$ cat config.mk
export PLATFORM = sky130hd
export DESIGN_NAME = aiff_sample_data_decoder_unit_flat
export DESIGN_NICKNAME = d
export VERILOG_FILES = /design/src/design/aiffd_pkg.sv /design/src/design/aiffd_if.sv /design/src/design/aiffd_front.sv /design/src/design/aiffd_queue.sv /design/src/design/aiffd_back.sv /design/src/design/aiff_sample_data_decoder_unit.sv /design/src/flat_wrapper.sv
export VERILOG_INCLUDE_DIRS = /design/src /design/src/design
export SDC_FILE = /design/constraint.sdc
export NUM_CORES = 1
export LEC_CHECK = 0
export BUFFER_PORTS_ARGS = -buffer_cell sky130_fd_sc_hd__buf_2
export CAP_MARGIN = 5
export CORE_AREA = 2 2 194 196
export CTS_BUF_LIST = sky130_fd_sc_hd__clkbuf_8
export CTS_CLUSTER_DIAMETER = 50
export DETAILED_ROUTE_END_ITERATION = 7
export DIE_AREA = 0 0 196 198
export HOLD_SLACK_MARGIN = 0.05
export PLACE_DENSITY = 0.62
export SETUP_SLACK_MARGIN = 0.5
export SYNTH_ARGS = -nofsm -noshare
export SYNTH_HDL_FRONTEND = slang
export SYNTH_SLANG_ARGS = --single-unit
$ cat constraint.sdc
create_clock -name clk -period 12.75 [get_ports clk]
set_input_delay 1.275 -clock clk [delete_from_list [all_inputs] [get_ports clk]]
set_output_delay 1.275 -clock clk [all_outputs]
set_load 0.005 [all_outputs]
$ cat src/design/aiff_sample_data_decoder_unit_defines.svh
// Assertion helpers shared by the decoder modules.
// Every macro expects clk and rst_n to be visible where it is used.
`ifndef AIFF_SAMPLE_DATA_DECODER_UNIT_DEFINES_SVH
`define AIFF_SAMPLE_DATA_DECODER_UNIT_DEFINES_SVH

// Check a property on every clock edge outside reset.
`define AIFFD_ASSERT(lbl, prop, msg) \
    lbl: assert property (@(posedge clk) disable iff (!rst_n) (prop)) else $error(msg);

// Check that a condition in one cycle is followed by another in the next.
`define AIFFD_ASSERT_NEXT(lbl, ante, cons, msg) \
    lbl: assert property (@(posedge clk) disable iff (!rst_n) (ante) |=> (cons)) else $error(msg);

`endif

$ cat src/design/aiffd_pkg.sv
`timescale 1ns / 1ps

package aiffd_pkg;

    // Classified operation carried from front to back
    typedef enum logic {
        OP_DATA = 1'b0,
        OP_SEEK = 1'b1
    } op_kind_t;

    // Configuration register indexes
    typedef enum logic [1:0] {
        REG_DECODE_MODE   = 2'd0,
        REG_CHANNEL_COUNT = 2'd1,
        REG_WIDE_SAMPLES  = 2'd2,
        REG_TOTAL_FRAMES  = 2'd3
    } cfg_reg_t;

    localparam int unsigned CFG_INDEX_W = 2;
    localparam int unsigned CFG_DATA_W  = 32;

    // Queue between front and back
    localparam int unsigned QUEUE_DEPTH = 2;
    localparam int unsigned QUEUE_PTR_W = 1;
    localparam int unsigned QUEUE_CNT_W = 2;

    // SDX2 saturation limits and PCM8 bias
    localparam logic signed [16:0] SAT_HI    = 17'sd32767;
    localparam logic signed [16:0] SAT_LO    = -17'sd32768;
    localparam logic [7:0]         PCM8_BIAS = 8'd128;

    typedef struct packed {
        logic        decode_mode;
        logic [1:0]  channel_count;
        logic        wide_samples;
        logic [31:0] total_frames;
    } cfg_t;

    typedef struct packed {
        op_kind_t           kind;
        logic [7:0]         data_byte;
        logic signed [15:0] square;     // 2*s*|s| of the signed byte
        logic               odd;        // add previous value
        logic [31:0]        position;   // clamped seek frame
    } op_t;

endpackage

$ cat src/design/aiffd_if.sv
`timescale 1ns / 1ps

// Input beat: one data byte or one seek request
interface aiffd_in_if;
    logic        valid;
    logic        ready;
    logic        kind;
    logic [7:0]  data_byte;
    logic [31:0] seek_frame;

    modport source (output valid, kind, data_byte, seek_frame, input ready);
    modport sink   (input valid, kind, data_byte, seek_frame, output ready);
endinterface

// Result beat: one sample or one seek reply
interface aiffd_out_if;
    logic        valid;
    logic        ready;
    logic        is_seek_reply;
    logic [15:0] sample_word;
    logic        channel_index;
    logic        frame_last;
    logic [31:0] position;

    modport source (output valid, is_seek_reply, sample_word, channel_index, frame_last,
                    position, input ready);
    modport sink   (input valid, is_seek_reply, sample_word, channel_index, frame_last,
                    position, output ready);
endinterface

// Configuration write beat
interface aiffd_cfg_if;
    logic        valid;
    logic        ready;
    logic [1:0]  reg_index;
    logic [31:0] write_data;

    modport source (output valid, reg_index, write_data, input ready);
    modport sink   (input valid, reg_index, write_data, output ready);
endinterface

$ cat src/design/aiffd_front.sv
`timescale 1ns / 1ps

module aiffd_front (
    aiffd_in_if.sink        sample_in,
    input  logic [31:0]     total_frames,
    output logic            push_valid,
    input  logic            push_ready,
    output aiffd_pkg::op_t  push_entry
);

    logic signed [8:0]  s_val;
    logic signed [8:0]  s_mag;
    logic signed [17:0] s_prod;

    // Square the signed byte with its sign kept
    always_comb
    begin
        s_val  = signed'({sample_in.data_byte[7], sample_in.data_byte});
        s_mag  = s_val[8] ? -s_val : s_val;
        s_prod = s_val * s_mag;
    end

    // Classify the beat and clamp the seek target
    always_comb
    begin
        push_entry.kind      = sample_in.kind ? aiffd_pkg::OP_SEEK : aiffd_pkg::OP_DATA;
        push_entry.data_byte = sample_in.data_byte;
        push_entry.square    = signed'({s_prod[14:0], 1'b0});
        push_entry.odd       = sample_in.data_byte[0];
        push_entry.position  = (sample_in.seek_frame > total_frames) ? total_frames
                                                                     : sample_in.seek_frame;
    end

    assign push_valid      = sample_in.valid;
    assign sample_in.ready = push_ready;

endmodule

$ cat src/design/aiffd_queue.sv
`timescale 1ns / 1ps
`include "aiff_sample_data_decoder_unit_defines.svh"

module aiffd_queue (
    input  logic            clk,
    input  logic            rst_n,
    input  logic            push_valid,
    output logic            push_ready,
    input  aiffd_pkg::op_t  push_entry,
    output logic            pop_valid,
    input  logic            pop_ready,
    output aiffd_pkg::op_t  pop_entry
);

    aiffd_pkg::op_t                        slot_reg [aiffd_pkg::QUEUE_DEPTH];
    logic [aiffd_pkg::QUEUE_PTR_W-1:0]     wr_ptr_reg, wr_ptr_next;
    logic [aiffd_pkg::QUEUE_PTR_W-1:0]     rd_ptr_reg, rd_ptr_next;
    logic [aiffd_pkg::QUEUE_CNT_W-1:0]     count_reg, count_next;
    logic                                  push_fire, pop_fire;

    assign push_ready = (count_reg != aiffd_pkg::QUEUE_CNT_W'(aiffd_pkg::QUEUE_DEPTH));
    assign pop_valid  = (count_reg != '0);
    assign pop_entry  = slot_reg[rd_ptr_reg];
    assign push_fire  = push_valid && push_ready;
    assign pop_fire   = pop_valid && pop_ready;

    // Advance pointers and occupancy
    always_comb
    begin
        wr_ptr_next = push_fire ? wr_ptr_reg + 1'b1 : wr_ptr_reg;
        rd_ptr_next = pop_fire ? rd_ptr_reg + 1'b1 : rd_ptr_reg;
        count_next  = count_reg + aiffd_pkg::QUEUE_CNT_W'(push_fire)
                                - aiffd_pkg::QUEUE_CNT_W'(pop_fire);
    end

    always_ff @(posedge clk or negedge rst_n)
    begin
        if (!rst_n)
        begin
            wr_ptr_reg <= '0;
            rd_ptr_reg <= '0;
            count_reg  <= '0;
        end
        else
        begin
            wr_ptr_reg <= wr_ptr_next;
            rd_ptr_reg <= rd_ptr_next;
            count_reg  <= count_next;
        end
    end

    // Store the pushed beat
    always_ff @(posedge clk)
    begin
        if (push_fire)
        begin
            slot_reg[wr_ptr_reg] <= push_entry;
        end
    end

    `AIFFD_ASSERT(a_queue_bound, count_reg <= aiffd_pkg::QUEUE_CNT_W'(aiffd_pkg::QUEUE_DEPTH), "queue occupancy beyond depth")
    `AIFFD_ASSERT_NEXT(a_queue_count, 1'b1, count_reg == $past(count_next), "queue occupancy lost track")

endmodule

$ cat src/design/aiffd_back.sv
`timescale 1ns / 1ps
`include "aiff_sample_data_decoder_unit_defines.svh"

module aiffd_back (
    input  logic              clk,
    input  logic              rst_n,
    input  aiffd_pkg::cfg_t   cfg_regs,
    input  logic              pop_valid,
    output logic              pop_ready,
    input  aiffd_pkg::op_t    pop_entry,
    aiffd_out_if.source       sample_out
);

    // Decoder state
    logic [15:0] prev_reg [2];
    logic [15:0] prev_next [2];
    logic        chan_phase_reg, chan_phase_next;
    logic        byte_phase_reg, byte_phase_next;
    logic [7:0]  held_reg, held_next;
    logic [31:0] frame_count_reg, frame_count_next;

    // Output register
    logic        out_valid_reg, out_valid_next;
    logic        is_seek_reg, is_seek_next;
    logic [15:0] sample_reg, sample_next;
    logic        chan_out_reg, chan_out_next;
    logic        last_reg, last_next;
    logic [31:0] pos_reg, pos_next;

    logic               take;
    logic               emit;
    logic               last;
    logic signed [15:0] prev_sel;
    logic signed [16:0] sdx2_sum;
    logic [15:0]        sdx2_word;

    // Take a queued beat whenever the output slot is free or draining
    assign pop_ready = !out_valid_reg || sample_out.ready;
    assign take      = pop_valid && pop_ready;

    // Add the previous value on odd bytes and saturate
    always_comb
    begin
        prev_sel = signed'(prev_reg[chan_phase_reg]);
        sdx2_sum = 17'(pop_entry.square) + (pop_entry.odd ? 17'(prev_sel) : 17'sd0);
        if (sdx2_sum > aiffd_pkg::SAT_HI)
        begin
            sdx2_word = aiffd_pkg::SAT_HI[15:0];
        end
        else if (sdx2_sum < aiffd_pkg::SAT_LO)
        begin
            sdx2_word = aiffd_pkg::SAT_LO[15:0];
        end
        else
        begin
            sdx2_word = sdx2_sum[15:0];
        end
    end

    // Execute the beat: seek, drop past end, or decode
    always_comb
    begin
        prev_next        = prev_reg;
        chan_phase_next  = chan_phase_reg;
        byte_phase_next  = byte_phase_reg;
        held_next        = held_reg;
        frame_count_next = frame_count_reg;
        is_seek_next     = is_seek_reg;
        sample_next      = sample_reg;
        chan_out_next    = chan_out_reg;
        last_next        = last_reg;
        pos_next         = pos_reg;
        emit             = 1'b0;
        last             = chan_phase_reg || (cfg_regs.channel_count <= 2'd1);

        if (take)
        begin
            unique case (pop_entry.kind)
                aiffd_pkg::OP_SEEK:
                begin
                    emit             = 1'b1;
                    frame_count_next = pop_entry.position;
                    prev_next[0]     = '0;
                    prev_next[1]     = '0;
                    chan_phase_next  = 1'b0;
                    byte_phase_next  = 1'b0;
                    held_next        = '0;
                    is_seek_next     = 1'b1;
                    sample_next      = '0;
                    chan_out_next    = 1'b0;
                    last_next        = 1'b0;
                    pos_next         = pop_entry.position;
                end
                aiffd_pkg::OP_DATA:
                begin
                    if (frame_count_reg < cfg_regs.total_frames)
                    begin
                        priority if (cfg_regs.decode_mode)
                        begin
                            emit                      = 1'b1;
                            sample_next               = sdx2_word;
                            prev_next[chan_phase_reg] = sdx2_word;
                        end
                        else if (cfg_regs.wide_samples)
                        begin
                            if (!byte_phase_reg)
                            begin
                                held_next       = pop_entry.data_byte;
                                byte_phase_next = 1'b1;
                            end
                            else
                            begin
                                emit            = 1'b1;
                                byte_phase_next = 1'b0;
                                sample_next     = {held_reg, pop_entry.data_byte};
                            end
                        end
                        else
                        begin
                            emit        = 1'b1;
                            sample_next = {8'd0, pop_entry.data_byte + aiffd_pkg::PCM8_BIAS};
                        end

                        // Advance channel and frame on a produced sample
                        if (emit)
                        begin
                            is_seek_next  = 1'b0;
                            chan_out_next = chan_phase_reg;
                            last_next     = last;
                            if (last)
                            begin
                                chan_phase_next  = 1'b0;
                                frame_count_next = frame_count_reg + 32'd1;
                            end
                            else
                            begin
                                chan_phase_next = 1'b1;
                            end
                            pos_next = last ? frame_count_reg + 32'd1 : frame_count_reg;
                        end
                    end
                end
            endcase
        end

        if (take)
        begin
            out_valid_next = emit;
        end
        else if (sample_out.ready)
        begin
            out_valid_next = 1'b0;
        end
        else
        begin
            out_valid_next = out_valid_reg;
        end
    end

    always_ff @(posedge clk or negedge rst_n)
    begin
        if (!rst_n)
        begin
            prev_reg[0]     <= '0;
            prev_reg[1]     <= '0;
            chan_phase_reg  <= 1'b0;
            byte_phase_reg  <= 1'b0;
            held_reg        <= '0;
            frame_count_reg <= '0;
            out_valid_reg   <= 1'b0;
        end
        else
        begin
            prev_reg        <= prev_next;
            chan_phase_reg  <= chan_phase_next;
            byte_phase_reg  <= byte_phase_next;
            held_reg        <= held_next;
            frame_count_reg <= frame_count_next;
            out_valid_reg   <= out_valid_next;
        end
    end

    // Hold the result payload until taken
    always_ff @(posedge clk)
    begin
        is_seek_reg  <= is_seek_next;
        sample_reg   <= sample_next;
        chan_out_reg <= chan_out_next;
        last_reg     <= last_next;
        pos_reg      <= pos_next;
    end

    assign sample_out.valid         = out_valid_reg;
    assign sample_out.is_seek_reply = is_seek_reg;
    assign sample_out.sample_word   = sample_reg;
    assign sample_out.channel_index = chan_out_reg;
    assign sample_out.frame_last    = last_reg;
    assign sample_out.position      = pos_reg;

    `AIFFD_ASSERT(a_seek_reply_clean, !(out_valid_reg && is_seek_reg) || (sample_reg == '0 && !chan_out_reg && !last_reg), "seek reply carries sample fields")
    `AIFFD_ASSERT_NEXT(a_seek_resets_phase, take && pop_entry.kind == aiffd_pkg::OP_SEEK, out_valid_reg && !chan_phase_reg && !byte_phase_reg, "seek left phase state behind")
    `AIFFD_ASSERT_NEXT(a_frame_step, take && pop_entry.kind == aiffd_pkg::OP_DATA, frame_count_reg == $past(frame_count_reg) || frame_count_reg == $past(frame_count_reg) + 32'd1, "frame count jumped on a data byte")

endmodule

$ cat src/design/aiff_sample_data_decoder_unit.sv
`timescale 1ns / 1ps
// Channel      Dir   Beat
// sample_in    in    kind, data_byte, seek_frame: one byte or one seek request
// sample_out   out   is_seek_reply, sample_word, channel_index, frame_last, position
// cfg          in    reg_index, write_data: one register write, always ready
//
// One beat is accepted per cycle while the queue has room; a result passes through the
// front/back queue and the output register. The back decodes one queued beat per cycle
// unless the output register stalls: one multiply in the front, one add and saturate in
// the back. A two-entry queue lets the front keep accepting while the output register
// stalls; sample_in.ready drops only when the queue is full.
// rst_n clears all decoder state, the queue and the output valid at once.

module aiff_sample_data_decoder_unit (
    input  logic         clk,
    input  logic         rst_n,
    aiffd_in_if.sink     sample_in,
    aiffd_out_if.source  sample_out,
    aiffd_cfg_if.sink    cfg
);

    aiffd_pkg::cfg_t cfg_regs_reg;
    logic            push_valid, push_ready;
    logic            pop_valid, pop_ready;
    aiffd_pkg::op_t  push_entry, pop_entry;

    // Accept register writes every cycle
    assign cfg.ready = 1'b1;

    always_ff @(posedge clk or negedge rst_n)
    begin
        if (!rst_n)
        begin
            cfg_regs_reg.decode_mode   <= 1'b0;
            cfg_regs_reg.channel_count <= 2'd1;
            cfg_regs_reg.wide_samples  <= 1'b1;
            cfg_regs_reg.total_frames  <= '0;
        end
        else if (cfg.valid)
        begin
            unique case (aiffd_pkg::cfg_reg_t'(cfg.reg_index))
                aiffd_pkg::REG_DECODE_MODE:   cfg_regs_reg.decode_mode   <= cfg.write_data[0];
                aiffd_pkg::REG_CHANNEL_COUNT: cfg_regs_reg.channel_count <= cfg.write_data[1:0];
                aiffd_pkg::REG_WIDE_SAMPLES:  cfg_regs_reg.wide_samples  <= cfg.write_data[0];
                aiffd_pkg::REG_TOTAL_FRAMES:  cfg_regs_reg.total_frames  <= cfg.write_data;
            endcase
        end
    end

    aiffd_front u_front (
        .sample_in    (sample_in),
        .total_frames (cfg_regs_reg.total_frames),
        .push_valid   (push_valid),
        .push_ready   (push_ready),
        .push_entry   (push_entry)
    );

    aiffd_queue u_queue (
        .clk        (clk),
        .rst_n      (rst_n),
        .push_valid (push_valid),
        .push_ready (push_ready),
        .push_entry (push_entry),
        .pop_valid  (pop_valid),
        .pop_ready  (pop_ready),
        .pop_entry  (pop_entry)
    );

    aiffd_back u_back (
        .clk        (clk),
        .rst_n      (rst_n),
        .cfg_regs   (cfg_regs_reg),
        .pop_valid  (pop_valid),
        .pop_ready  (pop_ready),
        .pop_entry  (pop_entry),
        .sample_out (sample_out)
    );

endmodule

$ cat src/flat_wrapper.sv
// flat-port wrapper written by rule: the top's interface ports become plain ports
module aiff_sample_data_decoder_unit_flat 
  (clk, rst_n, sample_in_valid, sample_in_kind, sample_in_data_byte, sample_in_seek_frame, sample_in_ready, sample_out_valid, sample_out_is_seek_reply, sample_out_sample_word, sample_out_channel_index, sample_out_frame_last, sample_out_position, sample_out_ready, cfg_valid, cfg_reg_index, cfg_write_data, cfg_ready);
  aiffd_in_if sample_in_i ();
  aiffd_out_if sample_out_i ();
  aiffd_cfg_if cfg_i ();
  input  logic clk;
  input  logic rst_n;
  input wire logic [$bits(sample_in_i.valid)-1:0] sample_in_valid;
  input wire logic [$bits(sample_in_i.kind)-1:0] sample_in_kind;
  input wire logic [$bits(sample_in_i.data_byte)-1:0] sample_in_data_byte;
  input wire logic [$bits(sample_in_i.seek_frame)-1:0] sample_in_seek_frame;
  output wire logic [$bits(sample_in_i.ready)-1:0] sample_in_ready;
  output wire logic [$bits(sample_out_i.valid)-1:0] sample_out_valid;
  output wire logic [$bits(sample_out_i.is_seek_reply)-1:0] sample_out_is_seek_reply;
  output wire logic [$bits(sample_out_i.sample_word)-1:0] sample_out_sample_word;
  output wire logic [$bits(sample_out_i.channel_index)-1:0] sample_out_channel_index;
  output wire logic [$bits(sample_out_i.frame_last)-1:0] sample_out_frame_last;
  output wire logic [$bits(sample_out_i.position)-1:0] sample_out_position;
  input wire logic [$bits(sample_out_i.ready)-1:0] sample_out_ready;
  input wire logic [$bits(cfg_i.valid)-1:0] cfg_valid;
  input wire logic [$bits(cfg_i.reg_index)-1:0] cfg_reg_index;
  input wire logic [$bits(cfg_i.write_data)-1:0] cfg_write_data;
  output wire logic [$bits(cfg_i.ready)-1:0] cfg_ready;
  assign sample_in_i.valid = sample_in_valid;
  assign sample_in_i.kind = sample_in_kind;
  assign sample_in_i.data_byte = sample_in_data_byte;
  assign sample_in_i.seek_frame = sample_in_seek_frame;
  assign sample_in_ready = sample_in_i.ready;
  assign sample_out_valid = sample_out_i.valid;
  assign sample_out_is_seek_reply = sample_out_i.is_seek_reply;
  assign sample_out_sample_word = sample_out_i.sample_word;
  assign sample_out_channel_index = sample_out_i.channel_index;
  assign sample_out_frame_last = sample_out_i.frame_last;
  assign sample_out_position = sample_out_i.position;
  assign sample_out_i.ready = sample_out_ready;
  assign cfg_i.valid = cfg_valid;
  assign cfg_i.reg_index = cfg_reg_index;
  assign cfg_i.write_data = cfg_write_data;
  assign cfg_ready = cfg_i.ready;
  aiff_sample_data_decoder_unit u_core (.clk(clk), .rst_n(rst_n), .sample_in(sample_in_i), .sample_out(sample_out_i), .cfg(cfg_i));
endmodule
==> impl_metrics.py <==
metrics = {
    "global_routing": {
        "grt_pass1_wl_um": 63700,
        "overflow": 0,
        "grt_usage_pct": 21.1,
        "antenna_found_initial": 0,
        "grt_max_degree": 73,
        "grt_pass1_vias": 11500,
    },
    "setup_path": {
        "criticalPathCategory": "primary input to flip-flop",
        "crit_path_end_kind": "flip-flop",
        "critPathSlowestCell": "fa_1",
        "crit_buf_inv": 4,
        "worstPathArrival_ps": 6810,
        "cp.required_ps": 13060,
        "path_delay_family": "adder cells",
        "slowest_delay_ps": 550,
        "crit_fanout": 7,
        "startpoint_type": "primary input",
        "worstPathCellList": "buf_2 -> inv_1 -> ha_1 -> or3b_2 -> or3_1 -> nand2_1 -> xnor2_1 -> and2_1 -> ha_1 -> fa_1 -> inv_1 -> fa_1 -> fa_1 -> inv_1 -> ha_1 -> nor2b_1 -> o21ai_0 -> a21boi_0 -> o21ai_0 -> nand2b_1 -> a31oi_1 -> o21ai_0 -> xnor2_1",
    },
    "die": {
        "die_height_um": 198,
        "core_mm2": 0.0370,
        "die_area_mm2": 0.0388,
        "pin_count": 134,
        "initial_core_util_pct": 44.2,
        "rows": 71,
        "fp.dieW_um": 196,
    },
    "logic_synthesis": {
        "synth_compound_area_share_pct": 9.84,
        "yosys_register_bits": 275,
        "async_flop_share_pct": 41.5,
        "synth_top_family_by_area": "adder cells",
        "synth.distinct_cells": 77,
        "yosysSeqAreaShare_pct": 47.1,
        "netlist_area_mm2": 0.0163,
        "synth.area.mux_share_pct": 10.6,
        "synth_edf_count": 161,
        "synth-xor-area-share_pct": 3.60,
        "yosys.area_share.simple_pct": 9.44,
        "synth_cells": 1393,
        "synthAdderAreaFrac_pct": 15.1,
        "ys_warn_count": 0,
        "syn_avg_cell_area_um2": 11.7,
        "synth_ff_type": "edfxtp_1",
    },
    "route": {
        "antenna_left": 0,
        "drt_iter0_drc": 700,
        "drc": 0,
        "num_vias": 11200,
        "vias_per_cell": 5.41,
        "wirelength_um": 40200,
        "wl_per_cell_um": 19.5,
        "drt-pass1-iter-count": 5,
    },
    "power": {
        "power.total_mw": 4.59,
        "p_per_area_mw_per_mm2": 248,
        "p_leak_nw": 8.01,
        "ir_worst_vdd_mv": 0.125,
    },
    "final_layout": {
        "syn_to_final_growth_pct": 13.2,
        "largest_reg_flops": 110,
        "mostFrequentLayoutCell": "edfxtp_1",
        "fin_cells": 2069,
        "finalNetCount": 1799,
        "final_cell_mix": "edfxtp_1, inv_1, buf_2",
        "nFillCells": 3373,
        "drive_above_1_share_pct": 21.5,
        "multi_input_area_mm2": 0.00805,
        "antenna_cells": 0,
        "seqCellArea_mm2": 0.00769,
    },
    "clock_network": {
        "cts_tree": "built",
        "clock_sinks": 275,
        "worstSkewPairLatency_ps": 610,
        "cts-root-buf": "clkbuf_8",
        "clkTransAtPathRegs_ps": 60,
        "cts_resized": 0,
        "hold_buffers": 0,
        "htree_num_levels": 2,
        "cts_setup_buffers": 0,
        "numCtsBuffers": 48,
        "cts_buffer_depth": 3,
    },
    "place": {
        "dp_cells": 1980,
        "portBuffers": 132,
        "place.gp.congestion": 0.872,
        "dp_hpwl_um": 28700,
    },
    "hold_path": {
        "hp-class": "flip-flop to flip-flop",
    },
    "sta": {
        "finalSetupTns_ps": 0,
        "period_share_pct": 51.0,
        "slew_headroom_pct": 30.1,
        "tightest_slew_ps": 1050,
        "worst_clock_skew_ps": 43.0,
        "period_needed_ps": 6510,
        "hold_violations": 0,
        "clock.fmax_ghz": 0.154,
        "setup_violations": 0,
        "rsz0062_at_grt": "no",
        "maxSlewViolCount": 0,
    },
    "outcome": {
        "status": "finished, final reports clean",
    },
    "flow_run": {
        "cap_violations": 0,
    },
}
-- power by group --
| group | internal (mW) | switching [mW] |
|---|---|---|
| registers | 1.42 | 0.216 |
| clock network | 0.392 | 0.376 |
| logic | 0.881 | 1.30 |
-- cell families after synthesis --
group / Yosys count
other cells: 2
flops: 275
buf+inv: 175
xor+xnor: 67
mux: 159
compound gates: 242
fa+ha+maj: 165
simple gates: 308
-- worst reg2reg max path, stage by stage, from the launching register on --
cell and delay, ps:
dfrtp_2 870, mux2i_1 190, buf_4 250, or2_2 360, fa_1 440, nor2b_1 170
o2111ai_1 160, and3_1 260, o21ai_0 220, xnor2_1 190, nor2_1 750, a21oi_1 200
o21ai_0 390
-- cell type report --
class / instances / share of cell area [%]
multi-input combinational: 959 / 43.5
sequential: 275 / 41.6
timing repair buffer: 144 / 4.08
clock buffer: 54 / 4.02
tap: 474 / 3.21
inverter: 128 / 2.60
clock inverter: 35 / 0.914
-- metal layers --
layer	GRT usage, %	part of all wire, %	up-vias
li1	-	-	5305
met1	27.8	45	5536
met2	35.8	48	293
met3	3.05	4.2	68
met4	7.13	2.8	0
met5	0	0	-
-- synthesized netlist by cell type (all sizes together) (3+ instances only) --
master,number,share of area (%)
and2,19,0.73
nor4,3,0.19
or4,3,0.14
inv,125,2.9
clkinv,3,0.069
and4,6,0.32
nor3b,3,0.24
or2,8,0.31
edfxtp,161,30
nor2,79,1.8
a22o,16,0.86
a31oi,3,0.12
a21o,17,0.78
nand2b,11,0.42
and3,9,0.34
a21oi,56,1.7
nand3b,3,0.14
o21ai,72,2.2
o2bb2ai,16,0.86
o211ai,9,0.41
nand4,25,0.96
mux2i,47,2.9
nand2,92,2.1
a211oi,13,0.60
fa,55,6.7
o21a,7,0.32
xnor2,49,2.6
clkbuf,33,0.76
dfrtp,113,17
o2111ai,3,0.16
a221oi,4,0.21
nor2b,17,0.65
ha,108,8.3
buf,14,0.48
xor2,18,0.97
mux2,112,7.8
nand3,17,0.52
nor3,7,0.21
-- path summary, 6_finish.rpt --
path / start / end / slack (ps) / cells after the start
hold / removal: u_core.u_back.prev_reg[26] / u_core.u_back.prev_reg[26] / 490 / 2
setup reg to reg: u_core.u_queue.rd_ptr_reg / u_core.u_back.sample_out.sample_word[8] / 8050 / 12
min in group asynchronous: rst_n / u_core.cfg_regs_reg[6] / 730 / 1
max in group asynchronous: rst_n / u_core.u_queue.rd_ptr_reg / 10550 / 2
setup / recovery: sample_in_data_byte[1] / u_core.u_queue.slot_reg[0][47] / 6240 / 23
hold reg to reg: u_core.u_back.prev_reg[26] / u_core.u_back.prev_reg[26] / 490 / 2
-- per-stage QoR --
stage	setup slack (ps)	util, %	area, um^2	hold slack [ps]
2_1_floorplan	6270	-	16400	449
3_3_place_gp	5780	47.5	17600	462
5_1_grt	5850	50.0	18500	508
3_5_place_dp	5670	47.5	17600	471
4_1_cts	6280	50.0	18500	485
6_report	6240	50.0	18500	486
Note: power is estimated with default switching activity, not from simulation.
